## config.mk

```make
export PLATFORM = sky130hd
export DESIGN_NAME = windowed_block_receiver
export DESIGN_NICKNAME = d
export VERILOG_FILES = /design/src/hw/rtl/wbr_pkg.sv /design/src/hw/rtl/wbr_csr.sv /design/src/hw/rtl/wbr_engine.sv /design/src/hw/rtl/windowed_block_receiver.sv
export SDC_FILE = /design/constraint.sdc
export NUM_CORES = 1
export LEC_CHECK = 0
export BUFFER_PORTS_ARGS = -buffer_cell sky130_fd_sc_hd__buf_2
export CAP_MARGIN = 0
export CELL_PAD_IN_SITES_DETAIL_PLACEMENT = 1
export CELL_PAD_IN_SITES_GLOBAL_PLACEMENT = 2
export CORE_MARGIN = 4
export CORE_UTILIZATION = 36
export DETAILED_ROUTE_END_ITERATION = 10
export PLACE_DENSITY = 0.85
export SLEW_MARGIN = 20
export SYNTH_ARGS = -nofsm -noshare
export SYNTH_HDL_FRONTEND = slang
export SYNTH_SLANG_ARGS = --single-unit
```

## constraint.sdc

```tcl
create_clock -name clock -period 5.1 [get_ports clock]
set_input_delay 0 -clock clock [delete_from_list [all_inputs] [get_ports clock]]
set_output_delay 0 -clock clock [all_outputs]
set_load 0.01 [all_outputs]
```

## src/hw/rtl/wbr_pkg.sv

```systemverilog
// shared types and codes for the windowed block receiver
package wbr_pkg;

   // receive event codes
   localparam logic [2:0] OP_DATA         = 3'd0;
   localparam logic [2:0] OP_OTHER        = 3'd1;
   localparam logic [2:0] OP_ERROR        = 3'd2;
   localparam logic [2:0] OP_TIMEOUT      = 3'd3;
   localparam logic [2:0] OP_SOCKET_ERROR = 3'd4;

   // status codes reported on the result channel
   localparam logic [2:0] STATUS_RECEIVING    = 3'd0;
   localparam logic [2:0] STATUS_DALLYING     = 3'd1;
   localparam logic [2:0] STATUS_FINISHED     = 3'd2;
   localparam logic [2:0] STATUS_GAVE_UP      = 3'd3;
   localparam logic [2:0] STATUS_PEER_ERROR   = 3'd4;
   localparam logic [2:0] STATUS_SOCKET_ERROR = 3'd5;

   // configuration port geometry
   localparam int CSR_ADDR_W = 4;
   localparam int CSR_DATA_W = 32;

   // configuration reset values
   localparam logic [15:0] BLOCK_SIZE_RESET  = 16'd512;
   localparam logic [15:0] WINDOW_SIZE_RESET = 16'd1;
   localparam logic [7:0]  MAX_RETRIES_RESET = 8'd5;

   typedef struct packed {
      logic [15:0] blk_size;
      logic [15:0] win_size;
      logic [7:0]  max_retries;
      logic        accept_out_of_order;
   } cfg_type;

   typedef struct packed {
      logic [2:0]  op;
      logic [15:0] blk_num;
      logic [15:0] data_length;
      logic [15:0] err_code;
   } item_type;

   typedef struct packed {
      logic        send_ack;
      logic [15:0] ack_block;
      logic        append_data;
      logic [2:0]  status;
      logic [15:0] peer_err_code;
      logic [31:0] blocks_received;
   } result_type;

endpackage

```

## src/hw/rtl/wbr_csr.sv

```systemverilog
// configuration registers behind the apb-style port
module wbr_csr
   import wbr_pkg::*;
(
   input  logic                  clock,
   input  logic                  reset,
   input  logic                  psel,
   input  logic                  penable,
   input  logic                  pwrite,
   input  logic [CSR_ADDR_W-1:0] paddr,
   input  logic [CSR_DATA_W-1:0] pwdata,
   output logic [CSR_DATA_W-1:0] prdata,
   output logic                  pready,
   output cfg_type               cfg
);

   localparam logic [1:0] REG_BLOCK_SIZE  = 2'd0;
   localparam logic [1:0] REG_WINDOW_SIZE = 2'd1;
   localparam logic [1:0] REG_MAX_RETRIES = 2'd2;
   localparam logic [1:0] REG_OUT_OF_ORDER = 2'd3;

   cfg_type    cfg_ff;
   cfg_type    cfg_in;
   logic       wr_en;
   logic [1:0] reg_idx;

   assign pready  = 1'b1;
   assign wr_en   = psel && penable && pwrite;
   assign reg_idx = paddr[3:2];
   assign cfg     = cfg_ff;

   // register write decode
   always_comb begin
      cfg_in = cfg_ff;
      if (wr_en) begin
         case (reg_idx)
            REG_BLOCK_SIZE:   cfg_in.blk_size = pwdata[15:0];
            REG_WINDOW_SIZE:  cfg_in.win_size = pwdata[15:0];
            REG_MAX_RETRIES:  cfg_in.max_retries = pwdata[7:0];
            REG_OUT_OF_ORDER: cfg_in.accept_out_of_order = pwdata[0];
            default: ;
         endcase
      end
   end

   always_ff @(posedge clock) begin
      if (reset) begin
         cfg_ff.blk_size            <= BLOCK_SIZE_RESET;
         cfg_ff.win_size            <= WINDOW_SIZE_RESET;
         cfg_ff.max_retries         <= MAX_RETRIES_RESET;
         cfg_ff.accept_out_of_order <= 1'b0;
      end else begin
         cfg_ff <= cfg_in;
      end
   end

   // read mux
   always_comb begin
      case (reg_idx)
         REG_BLOCK_SIZE:   prdata = {16'd0, cfg_ff.blk_size};
         REG_WINDOW_SIZE:  prdata = {16'd0, cfg_ff.win_size};
         REG_MAX_RETRIES:  prdata = {24'd0, cfg_ff.max_retries};
         REG_OUT_OF_ORDER: prdata = {31'd0, cfg_ff.accept_out_of_order};
         default:          prdata = '0;
      endcase
   end

endmodule

```

## src/hw/rtl/wbr_engine.sv

```systemverilog
// receiver state and the per-event update logic
module wbr_engine
   import wbr_pkg::*;
#(
   parameter int DALLY_PACKETS = 4
)
(
   input  logic       clock,
   input  logic       reset,
   input  logic       fire,
   input  item_type   item,
   input  cfg_type    cfg,
   output result_type result
);

   localparam int DALLY_W = (DALLY_PACKETS > 0) ? $clog2(DALLY_PACKETS + 1) : 1;
   localparam logic [DALLY_W-1:0] DALLY_LIMIT = DALLY_W'(DALLY_PACKETS);

   typedef enum logic [2:0] {
      PH_RECEIVING    = STATUS_RECEIVING,
      PH_DALLYING     = STATUS_DALLYING,
      PH_FINISHED     = STATUS_FINISHED,
      PH_GAVE_UP      = STATUS_GAVE_UP,
      PH_PEER_ERROR   = STATUS_PEER_ERROR,
      PH_SOCKET_ERROR = STATUS_SOCKET_ERROR
   } phase_type;

   phase_type          phase_ff, phase_in, dally_phase;
   logic [31:0]        last_ff, last_in;
   logic [15:0]        since_ff, since_in, since_inc;
   logic [8:0]         tmo_ff, tmo_in, tmo_inc;
   logic [DALLY_W-1:0] dally_ff, dally_in, dally_inc;
   logic [31:0]        accepted_ff, accepted_in;
   logic [15:0]        held_ff, held_in;
   logic [15:0]        win;
   logic [15:0]        fwd;
   logic               is_final;
   logic               ack;
   logic               append;

   // helpers shared by the event cases
   always_comb begin
      win         = (cfg.win_size == 16'd0) ? 16'd1 : cfg.win_size;
      fwd         = item.blk_num - last_ff[15:0];
      since_inc   = since_ff + 16'd1;
      tmo_inc     = tmo_ff + 9'd1;
      dally_inc   = dally_ff + DALLY_W'(1);
      is_final    = item.data_length < cfg.blk_size;
      dally_phase = (DALLY_PACKETS == 0) ? PH_FINISHED : PH_DALLYING;
   end

   // next state for one receive event
   always_comb begin
      phase_in    = phase_ff;
      last_in     = last_ff;
      since_in    = since_ff;
      tmo_in      = tmo_ff;
      dally_in    = dally_ff;
      accepted_in = accepted_ff;
      held_in     = held_ff;
      ack         = 1'b0;
      append      = 1'b0;
      case (phase_ff)
         PH_RECEIVING: begin
            case (item.op)
               OP_SOCKET_ERROR: phase_in = PH_SOCKET_ERROR;
               OP_TIMEOUT: begin
                  tmo_in = tmo_inc;
                  if (tmo_inc > {1'b0, cfg.max_retries}) begin
                     phase_in = PH_GAVE_UP;
                  end else begin
                     ack = 1'b1;
                  end
               end
               OP_ERROR: begin
                  held_in  = item.err_code;
                  phase_in = PH_PEER_ERROR;
               end
               OP_DATA: begin
                  tmo_in = '0;
                  ack    = 1'b1;
                  if (fwd == 16'd1) begin
                     // next block in order
                     append      = 1'b1;
                     last_in     = last_ff + {16'd0, fwd};
                     accepted_in = accepted_ff + 32'd1;
                     since_in    = since_inc;
                     if (is_final) begin
                        dally_in = '0;
                        phase_in = dally_phase;
                     end else if (since_inc >= win) begin
                        since_in = '0;
                     end else begin
                        ack = 1'b0;
                     end
                  end else if (fwd != 16'd0 && fwd <= win) begin
                     // gap inside the window
                     if (cfg.accept_out_of_order) begin
                        append      = 1'b1;
                        last_in     = last_ff + {16'd0, fwd};
                        accepted_in = accepted_ff + 32'd1;
                        if (is_final) begin
                           dally_in = '0;
                           phase_in = dally_phase;
                        end
                     end else begin
                        since_in = '0;
                     end
                  end else begin
                     // duplicate or unplaced block, re-ack
                     since_in = '0;
                  end
               end
               default: ;
            endcase
         end
         PH_DALLYING: begin
            if (item.op == OP_TIMEOUT || item.op == OP_SOCKET_ERROR) begin
               phase_in = PH_FINISHED;
            end else begin
               ack      = (item.op == OP_DATA);
               dally_in = dally_inc;
               if (dally_inc >= DALLY_LIMIT) begin
                  phase_in = PH_FINISHED;
               end
            end
         end
         default: ;
      endcase
   end

   // result of the current transaction
   always_comb begin
      result.send_ack        = ack;
      result.ack_block       = last_in[15:0];
      result.append_data     = append;
      result.status          = phase_in;
      result.peer_err_code   = held_in;
      result.blocks_received = accepted_in;
   end

   always_ff @(posedge clock) begin
      if (reset) begin
         phase_ff    <= PH_RECEIVING;
         last_ff     <= '0;
         since_ff    <= '0;
         tmo_ff      <= '0;
         dally_ff    <= '0;
         accepted_ff <= '0;
         held_ff     <= '0;
      end else if (fire) begin
         phase_ff    <= phase_in;
         last_ff     <= last_in;
         since_ff    <= since_in;
         tmo_ff      <= tmo_in;
         dally_ff    <= dally_in;
         accepted_ff <= accepted_in;
         held_ff     <= held_in;
      end
   end

   // appended data always bumps the accepted count by one
   assert property (@(posedge clock) disable iff (reset)
      fire && append |-> accepted_in == accepted_ff + 32'd1)
      else $error("append without count increment");

   // an ended phase never changes again
   assert property (@(posedge clock) disable iff (reset)
      (phase_ff == PH_FINISHED || phase_ff == PH_GAVE_UP ||
       phase_ff == PH_PEER_ERROR || phase_ff == PH_SOCKET_ERROR) |=> $stable(phase_ff))
      else $error("ended phase changed");

   // ended phases neither ack nor append
   assert property (@(posedge clock) disable iff (reset)
      fire && (phase_ff == PH_FINISHED || phase_ff == PH_GAVE_UP ||
               phase_ff == PH_PEER_ERROR || phase_ff == PH_SOCKET_ERROR)
      |-> !ack && !append)
      else $error("activity after end of transfer");

endmodule

```

## src/hw/rtl/windowed_block_receiver.sv

```systemverilog
// top level: input register, receiver engine, result register, csr port
// result path: req_ into the input register, engine, result register onto rsp_
// throughput: one receive event per cycle while rsp_ is not stalled
// stall on rsp_ holds the result register; the input register still takes one more
// reset (synchronous): pipeline empty, state cleared, config back to defaults
module windowed_block_receiver
   import wbr_pkg::*;
#(
   parameter int DALLY_PACKETS = 4
)
(
   input  logic                  clock,
   input  logic                  reset,
   input  logic                  req_valid,
   output logic                  req_stall,
   input  logic [2:0]            req_op,
   input  logic [15:0]           req_blk_num,
   input  logic [15:0]           req_data_length,
   input  logic [15:0]           req_err_code,
   output logic                  rsp_valid,
   input  logic                  rsp_stall,
   output logic                  rsp_send_ack,
   output logic [15:0]           rsp_ack_block,
   output logic                  rsp_append_data,
   output logic [2:0]            rsp_status,
   output logic [15:0]           rsp_peer_err_code,
   output logic [31:0]           rsp_blocks_received,
   input  logic                  csr_psel,
   input  logic                  csr_penable,
   input  logic                  csr_pwrite,
   input  logic [CSR_ADDR_W-1:0] csr_paddr,
   input  logic [CSR_DATA_W-1:0] csr_pwdata,
   output logic [CSR_DATA_W-1:0] csr_prdata,
   output logic                  csr_pready
);

   cfg_type    cfg;
   item_type   item_ff;
   logic       in_valid_ff, in_valid_in;
   result_type step_result;
   result_type out_ff;
   logic       out_valid_ff, out_valid_in;
   logic       out_load;
   logic       advance;

   wbr_csr u_csr (
      .clock   (clock),
      .reset   (reset),
      .psel    (csr_psel),
      .penable (csr_penable),
      .pwrite  (csr_pwrite),
      .paddr   (csr_paddr),
      .pwdata  (csr_pwdata),
      .prdata  (csr_prdata),
      .pready  (csr_pready),
      .cfg     (cfg)
   );

   wbr_engine #(
      .DALLY_PACKETS (DALLY_PACKETS)
   ) u_engine (
      .clock  (clock),
      .reset  (reset),
      .fire   (advance),
      .item   (item_ff),
      .cfg    (cfg),
      .result (step_result)
   );

   // pipeline flow control
   assign out_load  = !out_valid_ff || !rsp_stall;
   assign advance   = in_valid_ff && out_load;
   assign req_stall = in_valid_ff && !out_load;

   always_comb begin
      in_valid_in  = req_stall ? in_valid_ff : req_valid;
      out_valid_in = out_load ? in_valid_ff : out_valid_ff;
   end

   // input register
   always_ff @(posedge clock) begin
      if (reset) begin
         in_valid_ff <= 1'b0;
      end else begin
         in_valid_ff <= in_valid_in;
      end
   end

   always_ff @(posedge clock) begin
      if (req_valid && !req_stall) begin
         item_ff.op          <= req_op;
         item_ff.blk_num     <= req_blk_num;
         item_ff.data_length <= req_data_length;
         item_ff.err_code    <= req_err_code;
      end
   end

   // result register
   always_ff @(posedge clock) begin
      if (reset) begin
         out_valid_ff <= 1'b0;
      end else begin
         out_valid_ff <= out_valid_in;
      end
   end

   always_ff @(posedge clock) begin
      if (advance) begin
         out_ff <= step_result;
      end
   end

   assign rsp_valid           = out_valid_ff;
   assign rsp_send_ack        = out_ff.send_ack;
   assign rsp_ack_block       = out_ff.ack_block;
   assign rsp_append_data     = out_ff.append_data;
   assign rsp_status          = out_ff.status;
   assign rsp_peer_err_code   = out_ff.peer_err_code;
   assign rsp_blocks_received = out_ff.blocks_received;

endmodule

```

==> Word-level counts from Yosys, hierarchy flattened <==
Index checks and enable logic that the tools add are counted.
{ "totals": {"wordCells": 124, "out_inout_bits": 104, "regBits": 274} }
{ "op_classes": {"addsub": 6, "n_reduce_logical": 30, "muxes": 46, "magnitude_cmp": 5, "n_eq_ne": 13} }
{ "op_table": {"columns": ["cell", "count"], "rows": [
  ["$mux 32", 8],
  ["$mux 16", 10],
  ["$pmux 32 s4", 1],
  ["$mux 3", 13],
  ["$add 32x1->32 const B", 1],
  ["$add 32x16->32", 1],
  ["$pmux 9 s2", 1],
  ["$add 16x1->16 const B", 1],
  ["$eq 16x1->1 const B", 1],
  ["$ge 16x16->1", 1],
  ["$le 16x16->1", 1],
  ["$logic_not 16->1", 1],
  ["$lt 16x16->1", 1],
  ["$reduce_bool 16->1", 1],
  ["$sub 16x16->16", 1],
  ["$pmux 3 s2", 2],
  ["$pmux 3 s4", 1],
  ["$reduce_and 2->1", 5],
  ["$add 9x1->9 const B", 1],
  ["$gt 9x8->1", 1],
  ["$mux 1", 8],
  ["$reduce_bool 2->1", 4],
  ["$eq 3x2->1 const B", 2],
  ["$logic_and 1x1->1", 6],
  ["19 further kinds", 27]
]} }

==> Longest topological paths before layout <==
Gate-level depths: netlist (run 1).
{ "logic_depth": {"depth_word": 8, "mapped_depth": 20} }

==> By module <==
From an unflattened synthesis (run 1), not the netlist that was laid out.
{ "unflattened": {"cells_unflattened": 1431, "area_unflattened_um2": 14287.5} }
{ "modules_own_cells": {"columns": ["mod", "area_per_inst_um2", "cells_per_inst", "n_inst", "seq_area_each_um2"], "rows": [
  ["wbr_engine", 8451.9, 1079, 1, 1901.8],
  ["windowed_block_receiver", 3689.8, 130, 1, 3643.5],
  ["wbr_csr", 2145.8, 222, 1, 820.8]
]} }

==> Worst setup path before layout (run 1) <==
Ideal clock, no wire load.
{ "synth_timing": {"path_kind": "reg2reg", "start": "register item_ff[32] (netlist name)", "end": "register u_engine.since_ff[10]", "required_time_ps": 5042, "t_arrival_ps": 4312, "path_buffers": 1, "stages_incl_launch_ff": 18, "setup_slack_ps": 730, "synth_period_minus_slack_ps": 4370, "cell_sequence": "edfxtp_1 > inv_1 > ha_1 > fa_1 > nor2b_1 > o2111ai_1 > a211o_1 > nand3_1 > xor2_1 > ha_1 > a21o_1 > a21oi_1 > o2111ai_1 > o21ai_1 > nand2_1 > a21oi_1 > clkbuf_1 > a21o_1"} }
{ "synth_between": {"elab_chain_len": 5, "word_cells_on_any_way": 9, "cone_classes": "add/sub: 1; order compare: 1; eq/ne: 2; mux: 2; reduce/logical: 3"} }
{ "synth_lines": {"columns": ["item", "line_no", "rtl"], "rows": [
  ["start, declared", "windowed_block_receiver.sv:38", "item_type item_ff;"],
  ["$sub 16x16->16 *", "wbr_engine.sv:44", "fwd = item.blk_num - last_ff[15:0];"],
  ["$le 16x16->1 or $reduce_bool 16->1 (tied branches)", "wbr_engine.sv:96", "end else if (fwd != 16'd0 && fwd <= win) begin"],
  ["$logic_and 1x1->1", "wbr_engine.sv:96", null],
  ["$ne 3x2->1 (no source line) or $mux 16 (tied branches)", null, null],
  ["$reduce_and 4->1 (no source line) or $mux 16 (tied branches)", null, null],
  ["end signal, assigned", "wbr_engine.sv:154", "since_ff <= since_in;"],
  ["end, declared", "wbr_engine.sv:30", "logic [15:0] since_ff, since_in, since_inc;"]
]} }
Mark *: on every way between the ends. The rest lies on a longest branch, timed or not.
A chain may end at the register's enable or synchronous reset.

==> Worst setup path in the final report (run 1) <==
{ "layout_timing": {"start": "register u_engine.last_ff[0]", "end": "register u_engine.accepted_ff[20]"} }
{ "layout_between": {"elab_chain_len": 7, "word_cells_on_any_way": 9, "cone_classes": "add/sub: 1; order compare: 1; eq/ne: 1; mux: 4; reduce/logical: 2"} }
{ "layout_lines": {"columns": ["item", "line_no", "rtl"], "rows": [
  ["start, declared", "wbr_engine.sv:29", "logic [31:0] last_ff, last_in;"],
  ["start signal, assigned", "wbr_engine.sv:153", "last_ff <= last_in;"],
  ["$sub 16x16->16 *", "wbr_engine.sv:44", null],
  ["$le 16x16->1 or $reduce_bool 16->1 (tied branches)", "wbr_engine.sv:96", null],
  ["$logic_and 1x1->1", "wbr_engine.sv:96", null],
  ["$mux 32", "wbr_engine.sv:96", null],
  ["$mux 32 *", "wbr_engine.sv:82", "if (fwd == 16'd1) begin"],
  ["$mux 32 *", "wbr_engine.sv:65", "case (item.op)"],
  ["$mux 32 *", "wbr_engine.sv:63", "case (phase_ff)"],
  ["end signal, assigned", "wbr_engine.sv:157", "accepted_ff <= accepted_in;"],
  ["end, declared", "wbr_engine.sv:33", "logic [31:0] accepted_ff, accepted_in;"]
]} }
Marks and branches as above.

==> results of run 1 <==
-- flip-flops by register name, indices dropped and copies added (netlist names), 3 cells and up --
register,count
u_engine.held_ff,16
u_engine.last_ff,16
u_engine.phase_ff,3
u_engine.dally_ff,3
rsp_ack_block,16
u_engine.since_ff,16
rsp_status,3
rsp_blocks_received,32
u_engine.accepted_ff,32
item_ff,51
u_csr.cfg,41
rsp_peer_err_code,16
u_engine.tmo_ff,9
-- worst max-delay path by stage --
stage	slack, ns	end	depth (start not counted)	start
after floorplan	0.73	u_engine.since_ff[10]	17	item_ff[32]
after global placement	0.48	u_engine.accepted_ff[10]	19	u_engine.last_ff[0]
after detailed placement	0.36	u_engine.accepted_ff[20]	18	u_engine.last_ff[7]
after CTS	0.32	u_engine.accepted_ff[20]	18	u_engine.last_ff[7]
after global routing	0.02	u_engine.accepted_ff[16]	18	u_engine.last_ff[7]
final	0.31	u_engine.accepted_ff[20]	19	u_engine.last_ff[0]
-- through the flow --
step	setup slack [ns]	utilization	hold WS (ns)
3_5_place_dp	0.365	0.398	0.179
6_report	0.310	0.444	0.117
3_3_place_gp	0.477	0.398	0.177
4_1_cts	0.323	0.444	0.0775
2_1_floorplan	0.730	-	0.0989
5_1_grt	0.0200	0.444	0.112
-- repair_timing --
item / 4_1_cts / 5_1_grt
hold buffers: 73 / 0
endpoints found under the setup margin: 0 / 0
hold endpoints to repair: 139 / 0
-- per-layer routing --
layer  GRT usage  routed length [microns]  share of wire
met1       0.255                    19000           0.46
met3      0.0241                     1380          0.033
met2       0.327                    19800           0.48
met4      0.0505                      991          0.024
met5           0                        0              0
-- cell families after synthesis --
| logic type | share of synthesized area |
|---|---|
| muxes | 0.0403 |
| DFF | 0.453 |
| buffers and inverters | 0.0480 |
| and+or+nand+nor | 0.189 |
| AOI/OAI and AO/OA | 0.146 |
| other | 0.000534 |
| xor gates and xnor gates | 0.0424 |
| adders and majority gates | 0.0812 |
-- layout by cell type, fill, tap and decap left out, types with 37 or more instances in the layout --
cell type / instances
a21oi_1: 97
buf_2: 161
dfxtp_1: 138
dlygate4sd3_1: 73
edfxtp_1: 120
ha_1: 88
inv_1: 79
nand2_1: 183
nor2_1: 117
nor3_1: 37
xor2_1: 44
-- power by group through the flow --
stage	sequential [mW]	clock, mW	combinational, mW
finish	2.27	2.21	0.509
global route	2.28	2.36	0.566
CTS	2.27	2.27	0.512
global placement	2.31	0	0.450
detailed placement	2.32	0	0.464
floorplan	2.32	0	0.292
-- final cells by class --
type                            instances  area [sq um]  share of cell area
Antenna cell                            1          2.50            0.000146
Clock buffer                           42           908              0.0530
Clock inverter                         16           124             0.00722
Inverter                               80           302              0.0176
Multi-Input combinational cell       1079          7080               0.413
Sequential cell                       258          6370               0.371
Tap cell                              518           648              0.0378
Timing Repair Buffer                  257          1720               0.100
-- tightest hold or removal path, delay by kind of cell --
family,cells,cell delay [ns]
buffers and inverters,1,0.28
multiplexers,1,0.11
AND/OR/NAND/NOR,3,0.27
-- synthesized netlist by cell type (11+ instances only) --
| master | n | share of area |
|---|---|---|
| buf_4 | 19 | 0.010 |
| and2_1 | 11 | 0.0049 |
| nand2b_1 | 34 | 0.015 |
| o21ai_0 | 35 | 0.012 |
| ha_1 | 88 | 0.078 |
| or3_1 | 12 | 0.0053 |
| o21a_1 | 16 | 0.0085 |
| nor2_1 | 117 | 0.031 |
| nor4_1 | 13 | 0.0058 |
| or4_1 | 20 | 0.011 |
| nor3_1 | 37 | 0.013 |
| a21o_1 | 32 | 0.017 |
| dfxtp_1 | 138 | 0.20 |
| and3_1 | 24 | 0.011 |
| mux2_2 | 20 | 0.016 |
| nor2b_1 | 19 | 0.0085 |
| nand2_1 | 183 | 0.049 |
| o211ai_1 | 23 | 0.012 |
| nand4_1 | 11 | 0.0049 |
| xor2_1 | 44 | 0.027 |
| a21oi_1 | 97 | 0.035 |
| clkbuf_1 | 41 | 0.011 |
| mux2i_1 | 24 | 0.017 |
| o21ai_1 | 16 | 0.0057 |
| xnor2_1 | 24 | 0.015 |
| nand3_1 | 33 | 0.012 |
| inv_1 | 80 | 0.021 |
| edfxtp_1 | 120 | 0.26 |
==> impl_results.md, run 1 <==
* Initial antenna violation count at 2
* P per Cell Area at 291 nW/um^2
* Final worst path period share at 0.939
* Slew Viols, Final at 0
* Post-cts gate resize count at 0
* Layout cells sized above 1 at 0.165
* WP buf/inv at 2
* Min cycle time layout at 4.79 ns
* Slew HR at 0.345
* Wire per inst at 18.3 microns
* Die X at 206 microns
* Comb power frac at 0.102
* Worst-case vdd ir drop at 272 uV
* Initial Utilization at 0.364
* Worst Path Max Fanout at 47
* Syn avg cell area at 9.51 sq um
* Top delay family on crit path: simple AND/OR/NAND/NOR gates
* Cell variety after synth at 80
* Pre-antenna DRT Iters at 5
* # rows at 72
* Hold Path Cell Cnt at 5
* Num CTS Buffers at 31
* Drt initial violations at 448
* Crit end category: flop
* Setup Buffers After CTS at 0
* Hold endpoint: u_csr.cfg[0]
* Setup TNS at 0 ns
* Number of cells produced by synthesis at 1478
* R2R depth at 19
* Worst-Margin Slew at 0.979 ns
* GP Congestion at 0.826
* Outcome: completed
* Post-route cell area at 17200 sq um
* Fmax at 0.209 GHz
* Seq pwr share at 0.455
* Routed WL at 41100 microns
* CTS tree: yes
* Maxcap violations at 0
* Clock latency on the worst-skew pair at 0.59 ns
* HP Class: in -> reg
* CTS Root Cell: clkbuf_16
* Inst Count DP at 2119
* Net Sw Power at 1.24 mW
* Dpl cell area at 15400 sq um
* IO Port Bufs at 162
* Fillers at 4403
* Vias in the first global route at 12100
* Sequential share of the synthesized area at 0.453
* Gr usage total at 0.191
* R2r setup slk at 0.31 ns
* Final Instance Count excl. Fillers at 2251
* Fin. Hold Viols at 0
* First-pass GRT wire length at 65300 microns
* Slowest-stage cell, CP: dfxtp_1
* Post-Route Skew at 0.0186 ns
* H-tree levels at 1
* Post-Syn Area at 14100 sq um
* Worst path cell trace: ha_1 > fa_1 > nor2b_1 > o2111ai_1 > a211o_1 > a31oi_1 > or3_1 > and2_1 > ha_1 > and4_1 > nand4_1 > o22ai_1 > nand2_1 > o21ai_1 > buf_4 > o211ai_2 > buf_4 > or4_1 > nand2_1
* # setup viols final at 0
* Worst path required time at 5.61 ns
* Vias/cell at 5.17
* Crit start category: flop
* Yosys warns at 0
* Overflow after GRT at 0
* LEAKAGE at 7.06 nW
* Highest cell delay on the worst timing path at 0.46 ns
* R2R Path End: u_engine.accepted_ff[20]
* RR Startpoint: u_engine.last_ff[0]
* Die area at 42300 sq um
* Post-DRT Antenna Nets at 0
* CTS sink count at 258
* Largest net degree at the start of global routing at 71
* RSZ-0062 raised after global routing: false
* EDFF count, synth at 120
* Primary FF master, synth: dfxtp_1
* Synth async-reset ratio at 0
* Internal at 3.75 mW
* Die Y at 206 microns
* Clk pin slew, worst setup/hold paths at 0.06 ns
* Post-DP HPWL at 29200 microns
* CP Class: reg -> reg
* Worst EP arrival at 5.30 ns
* HP Start: csr_paddr[2]
* Max Root-Sink Buffers at 3
* Via Count at 11600
* Core ar. at 38600 sq um
* DRC viols at 0
* Io pins at 198
* Clk pwr share at 0.443
* Layout area overhead at 22.0%
* Yosys reg bits at 258
* Sw frac at 0.249
* Final nets at 1891
* Total chip power at 4.99 mW
Note: power is estimated with default switching activity, not from simulation.
==> run 2: changes to the inputs <==
--- a/config.mk
+++ b/config.mk
@@ -5,12 +5,13 @@
 export SDC_FILE = /design/constraint.sdc
 export NUM_CORES = 1
 export LEC_CHECK = 0
+export ABC_AREA = 1
 export BUFFER_PORTS_ARGS = -buffer_cell sky130_fd_sc_hd__buf_2
 export CAP_MARGIN = 0
 export CELL_PAD_IN_SITES_DETAIL_PLACEMENT = 1
 export CELL_PAD_IN_SITES_GLOBAL_PLACEMENT = 2
 export CORE_MARGIN = 4
-export CORE_UTILIZATION = 36
+export CORE_UTILIZATION = 34
 export DETAILED_ROUTE_END_ITERATION = 10
 export PLACE_DENSITY = 0.85
 export SLEW_MARGIN = 20
==> run 2 against run 1 <==
Effect of this change:
- die area grew 3.8%
- non-clock buffer count shrank 10
- fmax up 7.8%
- worst setup slack better by 0.35 ns
- total power up 7.1%
- combinational power grew 69%
- synthesized cell count increased by 14%
- sequential share of layout area rose by 0.81 points
- highest routed layer unchanged
==> impl_results.md, run 2 <==
* Outcome: completed
* Die X at 209 microns (+1.9%)
* Initial Utilization at 0.346 (-0.0179)
* Io pins at 198 (unchanged)
* Post-Syn Area at 13800 sq um (-1.8%)
* Clk pin slew, worst setup/hold paths at 0.06 ns (about the same)
* Num CTS Buffers at 30 (-3.2%)
* Worst path required time at 5.58 ns (-0.03 ns)
* Synth Area in Compound Gates at 0.143 (-0.00319)
* Worst Path Max Fanout at 16 (-66%)
* Min cycle time layout at 4.45 ns (-0.345 ns)
* Largest net degree at the start of global routing at 84 (+18%)
* Yosys top cell area share at 0.261 (+0.00474)
* Crit start category: flop
* Slew Viols, Final at 0 (unchanged)
* Synth async-reset ratio at 0 (unchanged)
* Setup TNS at 0 ns (unchanged)
* First-pass GRT wire length at 66200 microns (+1.3%)
* GP Congestion at 0.785 (-5.0%)
* Primary FF master, synth: dfxtp_1
* LEAKAGE at 7.66 nW (+8.5%)
* Vias/cell at 4.81 (-6.9%)
* CTS Root Cell: clkbuf_16
* ANT cells at 0 (-1)
* Die Y at 209 microns (+1.9%)
* Die area at 43900 sq um (+3.8%)
* Adder-Cell Fraction of Synth Area at 0.0827 (+0.00150)
* Most frequent cell after synthesis: nand2_1
* Number of cells produced by synthesis at 1685 (+14%)
* Largest area contributor in the synthesized netlist: edfxtp_1
* Post-DRT Antenna Nets at 0 (unchanged)
* Sequential share of the synthesized area at 0.461 (+0.00837)
* CP Class: reg -> reg
* Yosys reg bits at 258 (unchanged)
* Total chip power at 5.35 mW (+7.1%)
* Overflow after GRT at 0 (unchanged)
* Gr usage total at 0.182 (-0.00813)
* Worst-case vdd ir drop at 290 uV (+6.7%)
* CTS sink count at 258 (unchanged)
* Largest family of logic cells by synthesized area: simple AND/OR/NAND/NOR gates
* Fin. Hold Viols at 0 (unchanged)
* Post-cts gate resize count at 0 (unchanged)
* Final nets at 2095 (+11%)
* HP Class: in -> reg
* Clock latency on the worst-skew pair at 0.58 ns (about the same)
* Setup Buffers After CTS at 0 (unchanged)
* Most common cell after layout, fill and taps aside: nand2_1
* Yosys warns at 0 (unchanged)
* Pre-antenna DRT Iters at 7 (+2)
* Post-DP HPWL at 28900 microns (-1.1%)
* Top cells by area, synth: edfxtp_1 26%, dfxtp_1 20%, ha_1 8.0%
* Fmax at 0.225 GHz (+7.8%)
* Util after Layout at 0.421 (-0.0233)
* Maxcap violations at 0 (unchanged)
* RSZ-0062 raised after global routing: false
* Initial antenna violation count at 0 (-2)
* CTS tree: yes
* Layout cells sized above 1 at 0.128 (-0.0369)
* Mux contribution to synthesized area at 0 (-0.0403)
* Post-Route Skew at 0.0192 ns (+0.000672 ns)
* Max Root-Sink Buffers at 3 (unchanged)
* # rows at 73 (+1.4%)
* Core ar. at 39900 sq um (+3.3%)
* IO Port Bufs at 162 (unchanged)
* Worst EP arrival at 4.93 ns (-0.37 ns)
* Cell variety after synth at 53 (-34%)
* Most frequent cells in the layout: 290 x nand2_1, 277 x inv_1, 179 x a21oi_1, 162 x buf_2, 138 x dfxtp_1
* H-tree levels at 1 (unchanged)
* Syn avg cell area at 8.19 sq um (-14%)
* Fin Hold WS at 0.0298 ns (-0.0869 ns)
* P per Cell Area at 319 nW/um^2 (+9.4%)
* Final worst path period share at 0.872 (-0.0677)
* # setup viols final at 0 (unchanged)
* Crit end category: flop
* Slew HR at 0.322 (-0.0229)
* Inst Count DP at 2330 (+10%)
* Drt initial violations at 432 (-3.6%)
* DRC viols at 0 (unchanged)
* Final Instance Count excl. Fillers at 2460 (+9.3%)
* EDFF count, synth at 120 (unchanged)
* Layout area overhead at 21.6%
* Number of flip-flops in the largest register at 51 (unchanged)
* Reg with most FFs: item_ff
* Simple-Gate Fraction of Synth Area at 0.169 (-0.0196)
* Routed WL at 40400 microns (-1.8%)
* Via Count at 11800 (+1.7%)
* Wire per inst at 16.4 microns (-10%)
* Top cells by count, synth: 290 x nand2_1, 279 x inv_1, 179 x a21oi_1
* Vias in the first global route at 12600 (+4.0%)
* Worst-Margin Slew at 1.02 ns (+0.0373 ns)
* Synth Area in XOR/XNOR at 0.0412 (-0.00112)
* Fillers at 4773 (+8.4%)
run 2: kinds of logic after synthesis:
kind of cell             Yosys count
AO/OA/AOI/OAI                    366
XOR/XNOR                          65
adder cells (fa/ha/maj)           90
buffers and inverters            351
flip-flops                       258
other                              2
AND/OR/NAND/NOR                  553
run 2: cell type report:
type	count	area, sq um	share of cell area
flip-flops and latches	258	6370	0.379
multi-input cells	1091	6090	0.363
repair buffers	247	1630	0.0973
inverters	283	1060	0.0633
clock buffers	42	847	0.0505
well taps	525	657	0.0391
clock inverters	14	133	0.00790
run 2: metal layers:
metal,GRT usage,vias to the layer above,wire [microns]
met5,0,-,0
met4,0.0349,0,696
met3,0.0293,44,1630
met2,0.321,186,19700
met1,0.239,5637,18300
li1,-,5968,-
run 2: worst max-delay path, cell delays in order, from the launching register on:
cell and delay [ns]:
dfxtp_1 0.41, nand3_1 0.15, nor3_1 0.26, nand3_1 0.18, nor3_1 0.35, nand3_1 0.18
nor2_1 0.18, nand4_1 0.13, xnor2_1 0.22, ha_1 0.30, nand4_1 0.15, a21oi_1 0.06
a2111oi_0 0.32, o311ai_0 0.41, a211oi_4 0.75, nand2_1 0.11, a21oi_1 0.19
run 2: what timing repair did:
item / in CTS / in global routing
endpoints found under the setup margin: 0 / 0
endpoints found under the hold margin: 96 / 0
hold buffers: 74 / 0
run 2: path summary, 6_finish.rpt:
check	slack (ns)	depth (start not counted)	start	end
min reg2reg	0.47	1	u_engine.dally_ff[0]	u_engine.dally_ff[0]
min	0.03	5	csr_penable	u_csr.cfg[9]
max	0.65	16	u_engine.since_ff[0]	u_engine.since_ff[2]
max reg2reg	0.65	16	u_engine.since_ff[0]	u_engine.since_ff[2]
run 2: per-stage QoR:
step / cell area, sq um / worst slack, ns
2_1_floorplan: 13900 / 1.63
3_3_place_gp: 15100 / 0.787
3_5_place_dp: 15100 / 0.674
4_1_cts: 16800 / 0.602
5_1_grt: 16800 / 0.0609
6_report: 16800 / 0.655
run 2: report_power, final:
group	internal [mW]	leakage (nW)	switching, mW
Sequential	2.28	2.29	0.0559
Combinational	0.315	4.90	0.544
Clock	1.26	0.474	0.896
==> run 3: changes to the inputs <==
--- a/config.mk
+++ b/config.mk
@@ -13,6 +13,7 @@
 export CORE_MARGIN = 4
 export CORE_UTILIZATION = 34
 export DETAILED_ROUTE_END_ITERATION = 10
+export HOLD_SLACK_MARGIN = 0.1
 export PLACE_DENSITY = 0.85
 export SLEW_MARGIN = 20
 export SYNTH_ARGS = -nofsm -noshare
==> run 3 against run 2 <==
Effect of this change:
- via count grew 0.29%
- wire length rose by 0.34%
- clock skew rose by 0.0023 ns
- sequential power is essentially flat
- sequential cell count is the same
- largest power group unchanged
==> impl_results.md, run 3 (same netlist as run 2, synthesis figures left out) <==
* Outcome: completed
* Net Sw Power at 1.50 mW (+0.12%)
* Comb power frac at 0.161 (about the same)
* Met1 usage at 0.240 (+0.000847)
* Sw frac at 0.280 (about the same)
* Worst Path Max Fanout at 16 (unchanged)
* Setup TNS at 0 ns (unchanged)
* Die X at 209 microns (unchanged)
* GR Util met2 at 0.322 (+0.000446)
* Most common cell after layout, fill and taps aside: nand2_1
* Die Y at 209 microns (unchanged)
* Hold endpoint: item_ff[36]
* Routed WL at 40500 microns (+0.34%)
* Post-Route Skew at 0.0215 ns (+0.00231 ns)
* HP Class: in -> reg
* Gr usage total at 0.183 (+0.000411)
* Seq pwr share at 0.436 (about the same)
* DRC viols at 0 (unchanged)
* ANT cells at 0 (unchanged)
* Largest net degree at the start of global routing at 84 (unchanged)
* Pre-antenna DRT Iters at 4 (-3)
* # rows at 73 (unchanged)
* Post-DP HPWL at 28900 microns (unchanged)
* Worst-Margin Slew at 1.02 ns (+0.00222 ns)
* P per Cell Area at 317 nW/um^2 (-0.45%)
* Final nets at 2104 (+0.43%)
* Max Root-Sink Buffers at 3 (unchanged)
* Min cycle time layout at 4.45 ns (+0.00518 ns)
* Wire per inst at 16.4 microns (about the same)
* Worst-case vdd ir drop at 290 uV (about the same)
* # setup viols final at 0 (unchanged)
* Num CTS Buffers at 30 (unchanged)
* Core ar. at 39900 sq um (unchanged)
* Die area at 43900 sq um (unchanged)
* Vias in the first global route at 12600 (+0.21%)
* Initial antenna violation count at 0 (unchanged)
* First-pass GRT wire length at 66300 microns (+0.23%)
* Io pins at 198 (unchanged)
* Total chip power at 5.35 mW (about the same)
* Layout cells sized above 1 at 0.127 (-0.000591)
* Layout area overhead at 22.3%
* Routing usage on met3 at 0.0293 (unchanged)
* R2R depth at 16 (unchanged)
* Maxcap violations at 0 (unchanged)
* RSZ-0062 raised after global routing: false
* Reg with most FFs: item_ff
* CP Class: reg -> reg
* IO Port Bufs at 162 (unchanged)
* H-tree levels at 1 (unchanged)
* CTS Root Cell: clkbuf_16
* Initial Utilization at 0.346 (unchanged)
* Fmax at 0.225 GHz (-0.12%)
* Vias/cell at 4.81 (about the same)
* Fin. Hold Viols at 0 (unchanged)
* Clock latency on the worst-skew pair at 0.58 ns (about the same)
* HP Start: req_blk_num[4]
* Post-cts gate resize count at 0 (unchanged)
* GRT busiest layer: met2
* Slew Viols, Final at 0 (unchanged)
* Post-DRT Antenna Nets at 0 (unchanged)
* Clk pin slew, worst setup/hold paths at 0.06 ns (about the same)
* Slew HR at 0.321 (-0.00148)
* Hold Path Cell Cnt at 2 (-3)
* Internal at 3.85 mW (about the same)
* Crit end category: flop
* CTS sink count at 258 (unchanged)
* Worst EP arrival at 4.93 ns (about the same)
* LEAKAGE at 7.69 nW (+0.31%)
* Clk pwr share at 0.403 (about the same)
* RR Startpoint: u_engine.since_ff[0]
* R2R Path End: u_engine.since_ff[2]
* Number of flip-flops in the largest register at 51 (unchanged)
* Worst path required time at 5.58 ns (about the same)
* Most frequent cells in the layout: 290 x nand2_1, 277 x inv_1, 179 x a21oi_1, 162 x buf_2, 138 x dfxtp_1
* Overflow after GRT at 0 (unchanged)
* Final worst path period share at 0.873 (+0.00102)
* GP Congestion at 0.785 (unchanged)
* CTS tree: yes
* Via Count at 11900 (+0.29%)
* Drt initial violations at 413 (-4.4%)
* Crit start category: flop
* R2r setup slk at 0.65 ns (about the same)
==> run 3: cell count changes in the layout (fill, tap and decap cells not counted) <==
cell	before	now
dlygate4sd3_1	74	83
==> run 3: power by group through the flow <==
stage | combinational (mW) | sequential (mW) | clock, mW
after floorplan | 0.557 | 2.38 | 0
after global placement | 0.783 | 2.38 | 0
after detailed placement | 0.819 | 2.38 | 0
after CTS | 0.871 | 2.34 | 2.22
after global routing | 0.990 | 2.35 | 2.31
final | 0.862 | 2.34 | 2.15
==> run 3: how the worst max path moves through the flow <==
stage                         start                 endpoint  slack (ns)
2_1_floorplan           item_ff[32]  rsp_blocks_received[30]        1.63
3_3_place_gp   u_engine.since_ff[0]    u_engine.since_ff[15]        0.79
3_5_place_dp            item_ff[32]        rsp_ack_block[13]        0.67
4_1_cts        u_engine.since_ff[2]     u_engine.since_ff[2]        0.60
5_1_grt        u_engine.since_ff[0]    u_engine.since_ff[10]        0.06
6_report       u_engine.since_ff[0]     u_engine.since_ff[2]        0.65
==> run 3: per-stage QoR <==
step	worst slack (ns)	hold slack, ns	std cells	cell area, sq um	util
final	0.650	0.143	2469	16900	0.423
after global routing	0.0609	0.124	2469	16900	0.423
after CTS	0.602	0.103	2469	16900	0.423
after detailed placement	0.674	0.178	2330	15100	0.378
after global placement	0.787	0.177	2330	15100	0.378
after floorplan	1.63	0.0989	1700	13900	-
==> run 3: final cells by class <==
| type | instances | area, sq um |
|---|---|---|
| clock inverters | 14 | 133 |
| clock buffers | 42 | 847 |
| well taps | 525 | 657 |
| flip-flops and latches | 258 | 6370 |
| fillers | 4773 | 23000 |
| inverters | 283 | 1060 |
| multi-input cells | 1091 | 6090 |
| repair buffers | 256 | 1720 |
==> run 3: what timing repair did <==
item / 4_1_cts / 5_1_grt
setup endpoints to repair: 0 / 0
setup buffers: 0 / 0
hold buffers: 83 / 0
hold endpoints to repair: 115 / 0
==> run 3: routing by layer <==
metal  vias up  routed length (microns)
li1       5982                        -
met1      5659                    18500
met2       184                    19700
met3        44                     1570
met4         0                      697
met5         -                        0
==> run 3: worst max-delay path: stages, from the launching register on <==
cell	delay, ns
dfxtp_1	0.41
nand3_1	0.15
nor3_1	0.26
nand3_1	0.18
nor3_1	0.36
nand3_1	0.19
nor2_1	0.18
nand4_1	0.13
xnor2_1	0.22
ha_1	0.30
nand4_1	0.16
a21oi_1	0.06
a2111oi_0	0.32
o311ai_0	0.41
a211oi_4	0.75
nand2_1	0.11
a21oi_1	0.19
